[config.mk]
export PLATFORM = sky130hd
export DESIGN_NAME = planar_yuv_to_rgb
export DESIGN_NICKNAME = d
export VERILOG_FILES = /design/src/rtl/core/pyr_pkg.sv /design/src/rtl/core/pyr_regs.sv /design/src/rtl/core/pyr_front.sv /design/src/rtl/core/pyr_mac.sv /design/src/rtl/core/pyr_out.sv /design/src/rtl/core/planar_yuv_to_rgb.sv
export SDC_FILE = /design/constraint.sdc
export NUM_CORES = 2
export LEC_CHECK = 0
export BUFFER_PORTS_ARGS = -buffer_cell sky130_fd_sc_hd__buf_2
export CORE_ASPECT_RATIO = 1.1
export CORE_MARGIN = 2
export CORE_UTILIZATION = 60
export CTS_CLUSTER_DIAMETER = 120
export DETAILED_ROUTE_END_ITERATION = 6
export PLACE_DENSITY = 0.77
export SLEW_MARGIN = 20
export SYNTH_ARGS = -nofsm -noshare
export SYNTH_HDL_FRONTEND = slang
export SYNTH_SLANG_ARGS = --single-unit
[constraint.sdc]
create_clock -name i_clk -period 28.2 [get_ports i_clk]
set_input_delay 5.64 -clock i_clk [delete_from_list [all_inputs] [get_ports i_clk]]
set_output_delay 5.64 -clock i_clk [all_outputs]
set_load 0.01 [all_outputs]
[src/rtl/core/pyr_pkg.sv]
`timescale 1ns / 1ps
// ----------------------------------------------------------------------------
// pyr_pkg
// Shared types, register map and constants of the planar YUV to RGB converter.
// ----------------------------------------------------------------------------
package pyr_pkg;

    localparam int SAMPLE_W = 16;   // width of every input sample port
    localparam int PIX_W    = 8;    // width of every output component
    localparam int SHIFT_W  = 4;    // holds sample_bits - 8, at most 8
    localparam int YO_W     = 18;   // luma minus black level, signed
    localparam int DIF_W    = 17;   // chroma minus mid level, signed
    localparam int DATA_W   = 32;
    localparam int ADDR_W   = 4;

    localparam int DEF_MAX_SAMPLE_BITS = 16;
    localparam int DEF_COEF_FRAC_BITS  = 16;

    localparam int MIN_SAMPLE_BITS = 8;
    localparam int BLACK_LEVEL     = 16;
    localparam int CHROMA_MID      = 128;

    // register index codes, byte address = 4 * index
    localparam logic [1:0] REG_MATRIX = 2'd0;
    localparam logic [1:0] REG_FULL   = 2'd1;
    localparam logic [1:0] REG_BITS   = 2'd2;
    localparam logic [1:0] REG_GRAY   = 2'd3;

    // matrix codes
    localparam logic [1:0] MTX_IDENTITY = 2'd0;
    localparam logic [1:0] MTX_BT601    = 2'd1;
    localparam logic [1:0] MTX_BT709    = 2'd2;
    localparam logic [1:0] MTX_BT2020   = 2'd3;

    localparam logic [4:0] RST_SAMPLE_BITS = 5'd8;

    // Kr and Kb in units of 1e-4, indexed by matrix code
    localparam int unsigned KR_TAB [4] = '{2990, 2990, 2126, 2627};
    localparam int unsigned KB_TAB [4] = '{1140, 1140, 722, 593};

    typedef struct packed {
        logic [1:0] color_matrix;
        logic       full_swing;
        logic [4:0] sample_bits;
        logic       gray_only;
    } t_cfg;

    typedef struct packed {
        logic               gray;
        logic               ident;
        logic [SHIFT_W-1:0] shift;
    } t_mode;

    typedef struct packed {
        logic [PIX_W-1:0] red;
        logic [PIX_W-1:0] green;
        logic [PIX_W-1:0] blue;
    } t_rgb;

endpackage

[src/rtl/core/pyr_regs.sv]
`timescale 1ns / 1ps
// ----------------------------------------------------------------------------
// pyr_regs
// APB configuration registers: matrix, range, sample depth and gray mode.
// ----------------------------------------------------------------------------
module pyr_regs (
    input  logic                        i_clk,
    input  logic                        i_rst_n,
    input  logic                        psel,
    input  logic                        penable,
    input  logic                        pwrite,
    input  logic [pyr_pkg::ADDR_W-1:0]  paddr,
    input  logic [pyr_pkg::DATA_W-1:0]  pwdata,
    output logic [pyr_pkg::DATA_W-1:0]  prdata,
    output logic                        pready,
    output pyr_pkg::t_cfg               o_cfg
);
    import pyr_pkg::*;

    t_cfg r_cfg;
    logic w_wr;

    assign pready = 1'b1;
    assign w_wr   = psel && penable && pwrite;

    always_ff @(posedge i_clk) begin
        if (!i_rst_n) begin
            r_cfg.color_matrix <= MTX_BT601;
            r_cfg.full_swing   <= 1'b0;
            r_cfg.sample_bits  <= RST_SAMPLE_BITS;
            r_cfg.gray_only    <= 1'b0;
        end else if (w_wr) begin
            unique case (paddr[3:2])
                REG_MATRIX: r_cfg.color_matrix <= pwdata[1:0];
                REG_FULL:   r_cfg.full_swing   <= pwdata[0];
                REG_BITS:   r_cfg.sample_bits  <= pwdata[4:0];
                REG_GRAY:   r_cfg.gray_only    <= pwdata[0];
            endcase
        end
    end

    always_comb begin
        prdata = '0;
        unique case (paddr[3:2])
            REG_MATRIX: prdata = DATA_W'(r_cfg.color_matrix);
            REG_FULL:   prdata = DATA_W'(r_cfg.full_swing);
            REG_BITS:   prdata = DATA_W'(r_cfg.sample_bits);
            REG_GRAY:   prdata = DATA_W'(r_cfg.gray_only);
        endcase
    end

    assign o_cfg = r_cfg;

endmodule

[src/rtl/core/pyr_front.sv]
`timescale 1ns / 1ps
// ----------------------------------------------------------------------------
// pyr_front
// Stage 1: removes black level (video range only) and chroma offset, picks
// the matrix coefficients and works out the identity-mode bytes.
// ----------------------------------------------------------------------------
module pyr_front #(
    parameter int MAX_SAMPLE_BITS = pyr_pkg::DEF_MAX_SAMPLE_BITS,
    parameter int COEF_FRAC_BITS  = pyr_pkg::DEF_COEF_FRAC_BITS
) (
    input  logic                                   i_clk,
    input  logic                                   i_rst_n,
    input  pyr_pkg::t_cfg                          i_cfg,
    input  logic                                   i_valid,
    output logic                                   o_ready,
    input  logic [pyr_pkg::SAMPLE_W-1:0]           i_luma,
    input  logic [pyr_pkg::SAMPLE_W-1:0]           i_cb,
    input  logic [pyr_pkg::SAMPLE_W-1:0]           i_cr,
    output logic                                   o_valid,
    input  logic                                   i_ready,
    output logic signed [pyr_pkg::YO_W-1:0]        o_yo,
    output logic signed [pyr_pkg::DIF_W-1:0]       o_dd,
    output logic signed [pyr_pkg::DIF_W-1:0]       o_ee,
    output logic [COEF_FRAC_BITS+1:0]              o_ky,
    output logic [COEF_FRAC_BITS+1:0]              o_crv,
    output logic [COEF_FRAC_BITS+1:0]              o_cbu,
    output logic [COEF_FRAC_BITS+1:0]              o_cgu,
    output logic [COEF_FRAC_BITS+1:0]              o_cgv,
    output pyr_pkg::t_mode                         o_mode,
    output pyr_pkg::t_rgb                          o_ident
);
    import pyr_pkg::*;

    localparam int CW = COEF_FRAC_BITS + 2;
    localparam longint unsigned ONE_F   = 64'd1 << COEF_FRAC_BITS;
    localparam longint unsigned KY_VID  = (64'd510 * ONE_F + 64'd219) / 64'd438;
    localparam longint unsigned KY_FULL = (64'd510 * ONE_F + 64'd255) / 64'd510;

    logic [CW-1:0] w_crv_tab [4][2];
    logic [CW-1:0] w_cbu_tab [4][2];
    logic [CW-1:0] w_cgu_tab [4][2];
    logic [CW-1:0] w_cgv_tab [4][2];

    // coefficients per matrix and range, all fixed at elaboration
    for (genvar gm = 0; gm < 4; gm++) begin : g_mtx
        for (genvar gr = 0; gr < 2; gr++) begin : g_rng
            localparam longint unsigned KR = 64'(KR_TAB[gm]);
            localparam longint unsigned KB = 64'(KB_TAB[gm]);
            localparam longint unsigned KG = 64'd10000 - KR - KB;
            localparam longint unsigned RC = (gr != 0) ? 64'd255 : 64'd224;
            localparam longint unsigned D0 = 64'd10000 * RC;
            localparam longint unsigned DG = D0 * KG;
            localparam longint unsigned N_CRV = (64'd510 * (64'd10000 - KR)) << COEF_FRAC_BITS;
            localparam longint unsigned N_CBU = (64'd510 * (64'd10000 - KB)) << COEF_FRAC_BITS;
            localparam longint unsigned N_CGU =
                (64'd510 * KB * (64'd10000 - KB)) << COEF_FRAC_BITS;
            localparam longint unsigned N_CGV =
                (64'd510 * KR * (64'd10000 - KR)) << COEF_FRAC_BITS;
            localparam longint unsigned C_CRV = (64'd2 * N_CRV + D0) / (64'd2 * D0);
            localparam longint unsigned C_CBU = (64'd2 * N_CBU + D0) / (64'd2 * D0);
            localparam longint unsigned C_CGU = (64'd2 * N_CGU + DG) / (64'd2 * DG);
            localparam longint unsigned C_CGV = (64'd2 * N_CGV + DG) / (64'd2 * DG);

            assign w_crv_tab[gm][gr] = CW'(C_CRV);
            assign w_cbu_tab[gm][gr] = CW'(C_CBU);
            assign w_cgu_tab[gm][gr] = CW'(C_CGU);
            assign w_cgv_tab[gm][gr] = CW'(C_CGV);
        end
    end

    function automatic logic [PIX_W-1:0] sat_shift(input logic [SAMPLE_W-1:0] v,
                                                   input logic [SHIFT_W-1:0]  s);
        logic [SAMPLE_W-1:0] t;
        t = v >> s;
        return (|t[SAMPLE_W-1:PIX_W]) ? {PIX_W{1'b1}} : t[PIX_W-1:0];
    endfunction

    logic [SHIFT_W-1:0]       w_shift;
    logic signed [YO_W-1:0]   w_yo;
    logic signed [DIF_W-1:0]  w_dd;
    logic signed [DIF_W-1:0]  w_ee;
    t_mode                    w_mode;
    t_rgb                     w_ident;

    logic                     r_valid;
    logic signed [YO_W-1:0]   r_yo;
    logic signed [DIF_W-1:0]  r_dd;
    logic signed [DIF_W-1:0]  r_ee;
    logic [CW-1:0]            r_ky;
    logic [CW-1:0]            r_crv;
    logic [CW-1:0]            r_cbu;
    logic [CW-1:0]            r_cgu;
    logic [CW-1:0]            r_cgv;
    t_mode                    r_mode;
    t_rgb                     r_ident;

    // depth clamped to 8..MAX_SAMPLE_BITS
    always_comb begin
        if (i_cfg.sample_bits < 5'(MIN_SAMPLE_BITS)) begin
            w_shift = '0;
        end else if (i_cfg.sample_bits > 5'(MAX_SAMPLE_BITS)) begin
            w_shift = SHIFT_W'(MAX_SAMPLE_BITS - MIN_SAMPLE_BITS);
        end else begin
            w_shift = SHIFT_W'(i_cfg.sample_bits - 5'(MIN_SAMPLE_BITS));
        end
    end

    always_comb begin
        w_yo = $signed({2'b00, i_luma});
        if (!i_cfg.full_swing) begin
            w_yo = w_yo - $signed(YO_W'(BLACK_LEVEL) << w_shift);
        end
        w_dd = $signed({1'b0, i_cb}) - $signed(DIF_W'(CHROMA_MID) << w_shift);
        w_ee = $signed({1'b0, i_cr}) - $signed(DIF_W'(CHROMA_MID) << w_shift);

        w_mode.gray  = i_cfg.gray_only;
        w_mode.ident = (i_cfg.color_matrix == MTX_IDENTITY) && !i_cfg.gray_only;
        w_mode.shift = w_shift;

        w_ident.red   = sat_shift(i_cr, w_shift);
        w_ident.green = sat_shift(i_luma, w_shift);
        w_ident.blue  = sat_shift(i_cb, w_shift);
    end

    assign o_ready = !r_valid || i_ready;

    always_ff @(posedge i_clk) begin
        if (!i_rst_n) begin
            r_valid <= 1'b0;
        end else if (o_ready) begin
            r_valid <= i_valid;
        end
    end

    always_ff @(posedge i_clk) begin
        if (o_ready && i_valid) begin
            r_yo    <= w_yo;
            r_dd    <= w_dd;
            r_ee    <= w_ee;
            r_ky    <= i_cfg.full_swing ? CW'(KY_FULL) : CW'(KY_VID);
            r_crv   <= w_crv_tab[i_cfg.color_matrix][i_cfg.full_swing];
            r_cbu   <= w_cbu_tab[i_cfg.color_matrix][i_cfg.full_swing];
            r_cgu   <= w_cgu_tab[i_cfg.color_matrix][i_cfg.full_swing];
            r_cgv   <= w_cgv_tab[i_cfg.color_matrix][i_cfg.full_swing];
            r_mode  <= w_mode;
            r_ident <= w_ident;
        end
    end

    assign o_valid = r_valid;
    assign o_yo    = r_yo;
    assign o_dd    = r_dd;
    assign o_ee    = r_ee;
    assign o_ky    = r_ky;
    assign o_crv   = r_crv;
    assign o_cbu   = r_cbu;
    assign o_cgu   = r_cgu;
    assign o_cgv   = r_cgv;
    assign o_mode  = r_mode;
    assign o_ident = r_ident;

endmodule

[src/rtl/core/pyr_mac.sv]
`timescale 1ns / 1ps
// ----------------------------------------------------------------------------
// pyr_mac
// Stages 2 and 3: five coefficient products, then the three channel sums.
// ----------------------------------------------------------------------------
module pyr_mac #(
    parameter int COEF_FRAC_BITS = pyr_pkg::DEF_COEF_FRAC_BITS
) (
    input  logic                                         i_clk,
    input  logic                                         i_rst_n,
    input  logic                                         i_valid,
    output logic                                         o_ready,
    input  logic signed [pyr_pkg::YO_W-1:0]              i_yo,
    input  logic signed [pyr_pkg::DIF_W-1:0]             i_dd,
    input  logic signed [pyr_pkg::DIF_W-1:0]             i_ee,
    input  logic [COEF_FRAC_BITS+1:0]                    i_ky,
    input  logic [COEF_FRAC_BITS+1:0]                    i_crv,
    input  logic [COEF_FRAC_BITS+1:0]                    i_cbu,
    input  logic [COEF_FRAC_BITS+1:0]                    i_cgu,
    input  logic [COEF_FRAC_BITS+1:0]                    i_cgv,
    input  pyr_pkg::t_mode                               i_mode,
    input  pyr_pkg::t_rgb                                i_ident,
    output logic                                         o_valid,
    input  logic                                         i_ready,
    output logic signed [pyr_pkg::YO_W+COEF_FRAC_BITS+4:0] o_acc_r,
    output logic signed [pyr_pkg::YO_W+COEF_FRAC_BITS+4:0] o_acc_g,
    output logic signed [pyr_pkg::YO_W+COEF_FRAC_BITS+4:0] o_acc_b,
    output pyr_pkg::t_mode                               o_mode,
    output pyr_pkg::t_rgb                                o_ident
);
    import pyr_pkg::*;

    localparam int CW = COEF_FRAC_BITS + 2;
    localparam int PW = YO_W + CW + 1;
    localparam int AW = PW + 2;

    logic                  w_ready3;

    logic                  r_v2;
    logic signed [PW-1:0]  r_yp;
    logic signed [PW-1:0]  r_rp;
    logic signed [PW-1:0]  r_gup;
    logic signed [PW-1:0]  r_gvp;
    logic signed [PW-1:0]  r_bp;
    t_mode                 r_mode2;
    t_rgb                  r_ident2;

    logic                  r_v3;
    logic signed [AW-1:0]  r_acc_r;
    logic signed [AW-1:0]  r_acc_g;
    logic signed [AW-1:0]  r_acc_b;
    t_mode                 r_mode3;
    t_rgb                  r_ident3;

    assign w_ready3 = !r_v3 || i_ready;
    assign o_ready  = !r_v2 || w_ready3;

    always_ff @(posedge i_clk) begin
        if (!i_rst_n) begin
            r_v2 <= 1'b0;
            r_v3 <= 1'b0;
        end else begin
            if (o_ready) begin
                r_v2 <= i_valid;
            end
            if (w_ready3) begin
                r_v3 <= r_v2;
            end
        end
    end

    // coefficients are unsigned, zero extended before the signed multiply
    always_ff @(posedge i_clk) begin
        if (o_ready && i_valid) begin
            r_yp     <= i_yo * $signed({1'b0, i_ky});
            r_rp     <= i_ee * $signed({1'b0, i_crv});
            r_gup    <= i_dd * $signed({1'b0, i_cgu});
            r_gvp    <= i_ee * $signed({1'b0, i_cgv});
            r_bp     <= i_dd * $signed({1'b0, i_cbu});
            r_mode2  <= i_mode;
            r_ident2 <= i_ident;
        end
    end

    always_ff @(posedge i_clk) begin
        if (w_ready3 && r_v2) begin
            if (r_mode2.gray) begin
                r_acc_r <= AW'(r_yp);
                r_acc_g <= AW'(r_yp);
                r_acc_b <= AW'(r_yp);
            end else begin
                r_acc_r <= AW'(r_yp) + AW'(r_rp);
                r_acc_g <= AW'(r_yp) - AW'(r_gup) - AW'(r_gvp);
                r_acc_b <= AW'(r_yp) + AW'(r_bp);
            end
            r_mode3  <= r_mode2;
            r_ident3 <= r_ident2;
        end
    end

    assign o_valid = r_v3;
    assign o_acc_r = r_acc_r;
    assign o_acc_g = r_acc_g;
    assign o_acc_b = r_acc_b;
    assign o_mode  = r_mode3;
    assign o_ident = r_ident3;

    a_gray_equal: assert property (@(posedge i_clk) disable iff (!i_rst_n)
        r_v3 && r_mode3.gray |-> (r_acc_r == r_acc_g) && (r_acc_g == r_acc_b))
        else $error("gray beat with unequal channel sums");

    a_stage_hold: assert property (@(posedge i_clk) disable iff (!i_rst_n)
        r_v3 && !i_ready |=> r_v3 && $stable(r_acc_r) && $stable(r_acc_g)
                             && $stable(r_acc_b))
        else $error("stalled sum stage changed");

    a_stage_move: assert property (@(posedge i_clk) disable iff (!i_rst_n)
        r_v2 && w_ready3 |=> r_v3)
        else $error("product stage beat lost");

endmodule

[src/rtl/core/pyr_out.sv]
`timescale 1ns / 1ps
// ----------------------------------------------------------------------------
// pyr_out
// Stage 4: rounds half up, drops the fraction and clamps to 0..255, or passes
// the identity bytes, and holds the result beat in the output register.
// ----------------------------------------------------------------------------
module pyr_out #(
    parameter int COEF_FRAC_BITS = pyr_pkg::DEF_COEF_FRAC_BITS
) (
    input  logic                                          i_clk,
    input  logic                                          i_rst_n,
    input  logic                                          i_valid,
    output logic                                          o_ready,
    input  logic signed [pyr_pkg::YO_W+COEF_FRAC_BITS+4:0] i_acc_r,
    input  logic signed [pyr_pkg::YO_W+COEF_FRAC_BITS+4:0] i_acc_g,
    input  logic signed [pyr_pkg::YO_W+COEF_FRAC_BITS+4:0] i_acc_b,
    input  pyr_pkg::t_mode                                i_mode,
    input  pyr_pkg::t_rgb                                 i_ident,
    output logic                                          o_valid,
    input  logic                                          i_ready,
    output pyr_pkg::t_rgb                                 o_rgb
);
    import pyr_pkg::*;

    localparam int AW = YO_W + COEF_FRAC_BITS + 5;
    localparam logic [AW:0] HALF = (AW + 1)'(1) << (COEF_FRAC_BITS - 1);

    function automatic logic [PIX_W-1:0] to_byte(input logic signed [AW-1:0] a,
                                                 input logic [SHIFT_W-1:0] s);
        logic [AW:0] sum;
        logic [AW:0] q;
        sum = {1'b0, a} + (HALF << s);
        q   = (sum >> COEF_FRAC_BITS) >> s;
        if (a[AW-1]) begin
            return '0;
        end
        return (|q[AW:PIX_W]) ? {PIX_W{1'b1}} : q[PIX_W-1:0];
    endfunction

    t_rgb r_rgb;
    logic r_valid;
    t_rgb w_rgb;

    always_comb begin
        if (i_mode.ident) begin
            w_rgb = i_ident;
        end else begin
            w_rgb.red   = to_byte(i_acc_r, i_mode.shift);
            w_rgb.green = to_byte(i_acc_g, i_mode.shift);
            w_rgb.blue  = to_byte(i_acc_b, i_mode.shift);
        end
    end

    assign o_ready = !r_valid || i_ready;

    always_ff @(posedge i_clk) begin
        if (!i_rst_n) begin
            r_valid <= 1'b0;
        end else if (o_ready) begin
            r_valid <= i_valid;
        end
    end

    always_ff @(posedge i_clk) begin
        if (o_ready && i_valid) begin
            r_rgb <= w_rgb;
        end
    end

    assign o_valid = r_valid;
    assign o_rgb   = r_rgb;

endmodule

[src/rtl/core/planar_yuv_to_rgb.sv]
`timescale 1ns / 1ps
// ----------------------------------------------------------------------------
// planar_yuv_to_rgb
// One pixel of luma and two chroma samples in, 8-bit RGB out.
// ----------------------------------------------------------------------------
// Input channel i_in_valid / o_in_ready carries luma, cb and cr (8 to 16 bit
// samples, right aligned); output channel o_out_valid / i_out_ready carries
// red, green and blue. A beat moves when valid and ready are both high.
// Four register stages: offsets and coefficient pick, products, channel
// sums, round and clamp into the output register, passed in that order. One
// pixel per clock sustained while i_out_ready is high; the five multiplies
// of stage two set the clock. Each stage is ready when empty or when the
// next one moves, so a stall on i_out_ready fills the bubbles first and then
// holds every beat in place; o_in_ready falls only once all four stages are
// full. Reset empties the pipeline and loads the registers: BT.601, video
// range, 8-bit samples, gray mode off. Registers sit on the APB port at
// 4 * index (matrix, full range, sample bits, gray); the user must write them
// only while idle, as the block does not enforce it.
// ----------------------------------------------------------------------------
module planar_yuv_to_rgb #(
    parameter int MAX_SAMPLE_BITS = pyr_pkg::DEF_MAX_SAMPLE_BITS,
    parameter int COEF_FRAC_BITS  = pyr_pkg::DEF_COEF_FRAC_BITS
) (
    input  logic                          i_clk,
    input  logic                          i_rst_n,
    input  logic                          psel,
    input  logic                          penable,
    input  logic                          pwrite,
    input  logic [pyr_pkg::ADDR_W-1:0]    paddr,
    input  logic [pyr_pkg::DATA_W-1:0]    pwdata,
    output logic [pyr_pkg::DATA_W-1:0]    prdata,
    output logic                          pready,
    input  logic                          i_in_valid,
    output logic                          o_in_ready,
    input  logic [pyr_pkg::SAMPLE_W-1:0]  i_luma_sample,
    input  logic [pyr_pkg::SAMPLE_W-1:0]  i_cb_sample,
    input  logic [pyr_pkg::SAMPLE_W-1:0]  i_cr_sample,
    output logic                          o_out_valid,
    input  logic                          i_out_ready,
    output logic [pyr_pkg::PIX_W-1:0]     o_red,
    output logic [pyr_pkg::PIX_W-1:0]     o_green,
    output logic [pyr_pkg::PIX_W-1:0]     o_blue
);
    import pyr_pkg::*;

    localparam int CW = COEF_FRAC_BITS + 2;
    localparam int AW = YO_W + CW + 3;

    t_cfg                    w_cfg;

    logic                    w_f_valid;
    logic                    w_f_ready;
    logic signed [YO_W-1:0]  w_yo;
    logic signed [DIF_W-1:0] w_dd;
    logic signed [DIF_W-1:0] w_ee;
    logic [CW-1:0]           w_ky;
    logic [CW-1:0]           w_crv;
    logic [CW-1:0]           w_cbu;
    logic [CW-1:0]           w_cgu;
    logic [CW-1:0]           w_cgv;
    t_mode                   w_f_mode;
    t_rgb                    w_f_ident;

    logic                    w_m_valid;
    logic                    w_m_ready;
    logic signed [AW-1:0]    w_acc_r;
    logic signed [AW-1:0]    w_acc_g;
    logic signed [AW-1:0]    w_acc_b;
    t_mode                   w_m_mode;
    t_rgb                    w_m_ident;

    t_rgb                    w_rgb;

    pyr_regs u_regs (
        .i_clk   (i_clk),
        .i_rst_n (i_rst_n),
        .psel    (psel),
        .penable (penable),
        .pwrite  (pwrite),
        .paddr   (paddr),
        .pwdata  (pwdata),
        .prdata  (prdata),
        .pready  (pready),
        .o_cfg   (w_cfg)
    );

    pyr_front #(
        .MAX_SAMPLE_BITS (MAX_SAMPLE_BITS),
        .COEF_FRAC_BITS  (COEF_FRAC_BITS)
    ) u_front (
        .i_clk   (i_clk),
        .i_rst_n (i_rst_n),
        .i_cfg   (w_cfg),
        .i_valid (i_in_valid),
        .o_ready (o_in_ready),
        .i_luma  (i_luma_sample),
        .i_cb    (i_cb_sample),
        .i_cr    (i_cr_sample),
        .o_valid (w_f_valid),
        .i_ready (w_f_ready),
        .o_yo    (w_yo),
        .o_dd    (w_dd),
        .o_ee    (w_ee),
        .o_ky    (w_ky),
        .o_crv   (w_crv),
        .o_cbu   (w_cbu),
        .o_cgu   (w_cgu),
        .o_cgv   (w_cgv),
        .o_mode  (w_f_mode),
        .o_ident (w_f_ident)
    );

    pyr_mac #(
        .COEF_FRAC_BITS (COEF_FRAC_BITS)
    ) u_mac (
        .i_clk   (i_clk),
        .i_rst_n (i_rst_n),
        .i_valid (w_f_valid),
        .o_ready (w_f_ready),
        .i_yo    (w_yo),
        .i_dd    (w_dd),
        .i_ee    (w_ee),
        .i_ky    (w_ky),
        .i_crv   (w_crv),
        .i_cbu   (w_cbu),
        .i_cgu   (w_cgu),
        .i_cgv   (w_cgv),
        .i_mode  (w_f_mode),
        .i_ident (w_f_ident),
        .o_valid (w_m_valid),
        .i_ready (w_m_ready),
        .o_acc_r (w_acc_r),
        .o_acc_g (w_acc_g),
        .o_acc_b (w_acc_b),
        .o_mode  (w_m_mode),
        .o_ident (w_m_ident)
    );

    pyr_out #(
        .COEF_FRAC_BITS (COEF_FRAC_BITS)
    ) u_out (
        .i_clk   (i_clk),
        .i_rst_n (i_rst_n),
        .i_valid (w_m_valid),
        .o_ready (w_m_ready),
        .i_acc_r (w_acc_r),
        .i_acc_g (w_acc_g),
        .i_acc_b (w_acc_b),
        .i_mode  (w_m_mode),
        .i_ident (w_m_ident),
        .o_valid (o_out_valid),
        .i_ready (i_out_ready),
        .o_rgb   (w_rgb)
    );

    assign o_red   = w_rgb.red;
    assign o_green = w_rgb.green;
    assign o_blue  = w_rgb.blue;

    // an empty output register means every stage can take a beat
    a_ready_when_empty: assert property (@(posedge i_clk) disable iff (!i_rst_n)
        !o_out_valid |-> o_in_ready)
        else $error("input stalled with empty output register");

endmodule

# Word-level counts from Yosys, hierarchy flattened
# Index checks and enable logic that the tools add are counted.
[classes]
muxes = 48
n_shift = 9
bitwise = 2
eq_ne = 3
add_sub_neg = 11
n_reduce_logical = 28
n_lt_le_gt_ge = 4
multipliers = 5
[ops]
columns = ["cell", "n"]
rows = [
  ["36-bit binary-select mux with 2-bit select", 4],
  ["36-bit two-way mux", 8],
  ["18-bit two-way mux", 12],
  ["17-bit by 19-bit multiplier with 36-bit output", 4],
  ["32-bit case mux with 4 select lines", 1],
  ["39-bit by 40-bit adder with 40-bit output", 3],
  ["24-bit by 4-bit >> shifter with 40-bit output", 3],
  ["39-bit two-way mux", 3],
  ["32-bit OR reduction", 3],
  ["37-bit by 36-bit adder with 38-bit output", 2],
  ["8-bit two-way mux", 9],
  ["16-bit by 4-bit >> shifter with 16-bit output", 3],
  ["16-bit by 4-bit << shifter with 40-bit output, first input constant", 1],
  ["38-bit by 36-bit subtractor with 39-bit output", 1],
  ["37-bit by 36-bit subtractor with 38-bit output", 1],
  ["18-bit by 19-bit multiplier with 37-bit output", 1],
  ["17-bit subtractor", 2],
  ["24-bit two-way mux", 1],
  ["8-bit OR reduction", 3],
  ["5-bit by 4-bit << shifter with 18-bit output, first input constant", 1],
  ["17-bit by 18-bit subtractor with 18-bit output", 1],
  ["8-bit by 4-bit << shifter with 17-bit output, first input constant", 1],
  ["16-bit two-way mux", 1],
  ["14-bit two-way mux", 1],
  ["other kinds (16)", 40],
]
[totals]
ff_bits = 566
output_inout_bits = 59
in_bits = 91
elab_cells = 155

# Longest topological paths before layout
[logic_depth]
depth_word = 7
ltp_mapped = 27

# Modules after synthesis
# A second synthesis with hierarchy kept.
[hier_totals]
hier_cells = 9574
hier_area_um2 = 88220.9
[by_module_without_submodules]
columns = ["module", "cells_each", "n_inst", "seq_area_each_um2", "area_per_inst_um2"]
rows = [
  ["pyr_mac", 7526, 1, 10730.3, 70980.6],
  ["pyr_out", 1282, 1, 740.7, 9145.0],
  ["pyr_front", 685, 1, 3653.5, 7413.4],
  ["pyr_regs", 81, 1, 180.2, 681.9],
]

# Worst setup path before layout
# OpenSTA, ideal clock, no wires.
[synth_path]
kind = "input to register"
startpoint = "in i_out_ready"
endpoint = "reg u_mac.r_bp[0], enable pin"
setup_ps = 1104
stages = 3
path_slack_ps = 5972
arrival_ps = 21124
required_time_ps = 27096
path_cell_list = "nor2b_1 > and2_0 > a21boi_0"
[synth_between]
elab_chain_len = 4
[synth_rtl]
columns = ["element", "line_no", "rtl"]
rows = [
  ["start, declared", "planar_yuv_to_rgb.sv:39", "input logic i_out_ready,"],
  ["1-bit logical OR", "pyr_out.sv:54", "assign o_ready = !r_valid || i_ready;"],
  ["1-bit logical OR", "pyr_mac.sv:55", "assign w_ready3 = !r_v3 || i_ready;"],
  ["1-bit logical OR", "pyr_mac.sv:56", "assign o_ready = !r_v2 || w_ready3;"],
  ["1-bit logical AND", "pyr_mac.sv:74", "if (o_ready && i_valid) begin"],
  ["end signal, assigned", "pyr_mac.sv:79", "r_bp <= i_dd * $signed({1'b0, i_cbu});"],
  ["end, declared", "pyr_mac.sv:44", "logic signed [PW-1:0] r_bp;"],
]
# Every way passes these cells.
# A chain may end at the register's enable or synchronous reset.

# Worst setup path in the final report
[layout_path]
startpoint = "in i_out_ready"
endpoint = "out o_in_ready"
[layout_between]
elab_chain_len = 4
[layout_rtl]
columns = ["element", "line_no", "rtl"]
rows = [
  ["1-bit logical OR", "pyr_out.sv:54", ""],
  ["1-bit logical OR", "pyr_mac.sv:55", ""],
  ["1-bit logical OR", "pyr_mac.sv:56", ""],
  ["1-bit logical OR", "pyr_front.sv:125", "assign o_ready = !r_valid || i_ready;"],
  ["end, declared", "planar_yuv_to_rgb.sv:34", "output logic o_in_ready,"],
]
# Every way passes these cells.

==> impl_metrics.toml <==
[logic_synthesis]
syn_avg_cell_area_um2 = 9.75
synthDistinctLibCells = 93
ys_async_sr_fraction = 0
synth_flop_cell = "edfxtp_1"
ys_warn_count = 0
synth_edf_count = 455
synth_top_area_cell = "fa_1"
synth_top_area_share = 0.276
ys_ff_latch = 468
synth_cells = 7133
ys_seq_area_frac = 0.200
synth_area_leaders = "fa_1, edfxtp_1, ha_1, inv_1, and2_1"
syn_area_um2 = 69500

[placement]
dp_cells = 8575
place_congestion = 0.974
io_buffer_count = 92
dp.final_hpwl_um = 153000
dp_slack_ns = 15.68

[flow_run]
drv_cap = 0

[critical_path]
slowest_stage = "and2_0"
worst_setup_path_start_kind = "input port"
reg2reg_slack_ns = 19.92
criticalPathCategory = "input port to output pin"
r2r_end = "u_mac.r_rp[35]"
cp-end-kind = "output pin"
path_cells = "buf_2 > nor2b_1 > and2_0 > nand3_1 > buf_2"
worstSetupStartpoint = "i_out_ready"
timing.critical_path.mode_cell = "buf_2"
critPathMaxFanout = 6
crit_required_ns = 22.56
r2r-start = "u_front.o_cbu[7]"
reg2reg_depth = 23
cp.arrival_ns = 6.90
critPathMaxStageDelay_ns = 0.53

[route]
avgRoutedWirePerCell_um = 21.8
viasPerCell = 5.87
num_vias = 51000
ant_nets = 0
firstDrtPassIters = 6
drc = 0
first_iter_violations = 4149
wl_um = 189000

[hold_path]
hold_end = "u_mac.o_ident[23]"
whs_path_depth = 0
min-delay-start = "u_mac.r_ident2[23]"
hp-class = "flip-flop to flip-flop"

[die]
boundaryPins = 150
die_area_um2 = 119000
row_count = 130
dieHeight_um = 361
initial_core_util = 0.607
die-width_um = 329
coreArea_um2 = 115000

[clocking]
clk_pin_slew_ns = 0.06
holdBufCountCts = 0
clockBufferDepth = 3
cts_resized = 0
cts_inserted_buffers = 54
htree_levels = 2
clock_latency_ns = 0.66
post-cts-setup-buffer-count = 0
clkSinkCount = 468
cts_tree = "done"
root_buffer = "clkbuf_16"

[sta]
finalWorstSetupSlack_ns = 15.66
setup_tns_ns = 0
maxSlewHeadroom = 0.221
setup_viol = 0
drv_slew = 0
fin_crit_ns = 12.54
post-route-period-util = 0.445
timing.fmax_mhz = 79.8
tightestPinTransition_ns = 1.17
rsz0062_at_grt = "no"
fin_skew_ns = 0.0511
hold_viol = 0

[layout]
nets = 9027
syn_to_final_growth_pct = 5.41
layout-drive-gt1-share = 0.0457
stdcell_count = 8682
final_common_cell = "inv_1"
mostFrequentLayoutCells = "inv_1, fa_1, ha_1"
finish.utilization = 0.640
nFillCells = 9324

[global_routing]
first_global_vias = 53000
overflow = 0
grt_max_degree = 161
grt_pass1_wl_um = 297000
antenna_found_initial = 2
grt_use_total = 0.325

[run_status]
outcome = "complete, no violations"
==> logic make-up (layout without fill, tap and decap cells) <==
family                   Yosys count  in the layout  synth area share
AO/OA/AOI/OAI                   1043           1043            0.0997
XOR/XNOR                         244            244            0.0307
adder cells (fa/ha/maj)         1825           1825             0.432
buffers and inverters           1640           1634            0.0904
flip-flops                       468            468             0.200
multiplexers                     127            127            0.0203
other                              2             39          0.000108
AND/OR/NAND/NOR                 1784           1784             0.127
==> synthesized netlist by cell type (all sizes together) (107+ instances only) <==
cell type,number
xnor2,174
clkbuf,212
a21oi,284
and2,479
nor2,290
inv,1370
mux2i,107
o21ai,201
edfxtp,455
nand2,602
ha,865
fa,958
==> critical path, delay by kind of cell <==
family	cells	cell delay, ns
AND/OR/NAND/NOR	3	0.98
buffers and inverters	2	0.27
==> routing by layer <==
layer | wire length, um | track usage
met3 | 13200 | 0.0419
met4 | 12200 | 0.178
met5 | 0 | 0
met1 | 75400 | 0.423
met2 | 88100 | 0.528
==> flip-flops by register name (all words and copies together) (netlist names), 8 cells and up <==
register	cells
u_mac.r_ident2	24
u_mac.r_rp	36
u_mac.r_bp	36
u_regs.o_cfg	9
u_mac.r_gup	36
u_mac.r_gvp	36
u_front.o_yo	18
u_front.o_cgv	11
u_mac.o_acc_b	23
u_out.o_rgb	24
u_mac.r_yp	37
u_mac.o_acc_g	24
u_front.o_cbu	9
u_front.o_cgu	11
u_mac.o_acc_r	23
u_mac.o_ident	24
u_front.o_ee	17
u_front.o_dd	17
u_front.o_ident	24
u_front.o_crv	8
==> how the worst max path moves through the flow <==
| stage | endpoint | slack [ns] | cells past startpoint |
|---|---|---|---|
| CTS | o_in_ready | 15.67 | 5 |
| global route | o_in_ready | 15.60 | 5 |
| global placement | o_in_ready | 15.81 | 5 |
| floorplan | u_mac.r_bp[0] | 5.97 | 3 |
| finish | o_in_ready | 15.66 | 5 |
| detailed placement | o_in_ready | 15.68 | 5 |
==> through the flow <==
step / instance area (um2) / hold slack (ns)
floorplan: 69600 / 0.400
global placement: 71400 / 0.401
detailed placement: 71400 / 0.405
CTS: 73300 / 0.418
global route: 73300 / 0.420
finish: 73300 / 0.412
==> area by class of cell <==
class,count,area (um2),area share
clock buffers,65,1430,0.0195
well taps,1518,1900,0.0259
clock inverters,37,399,0.00545
flip-flops and latches,468,13900,0.190
inverters,1372,5150,0.0703
multi-input cells,5057,49500,0.675
diodes,5,12.5,0.000171
repair buffers,160,983,0.0134
Power is not shown: default switching activity piles up to over one toggle a cycle in this logic, so the estimate is an artifact.
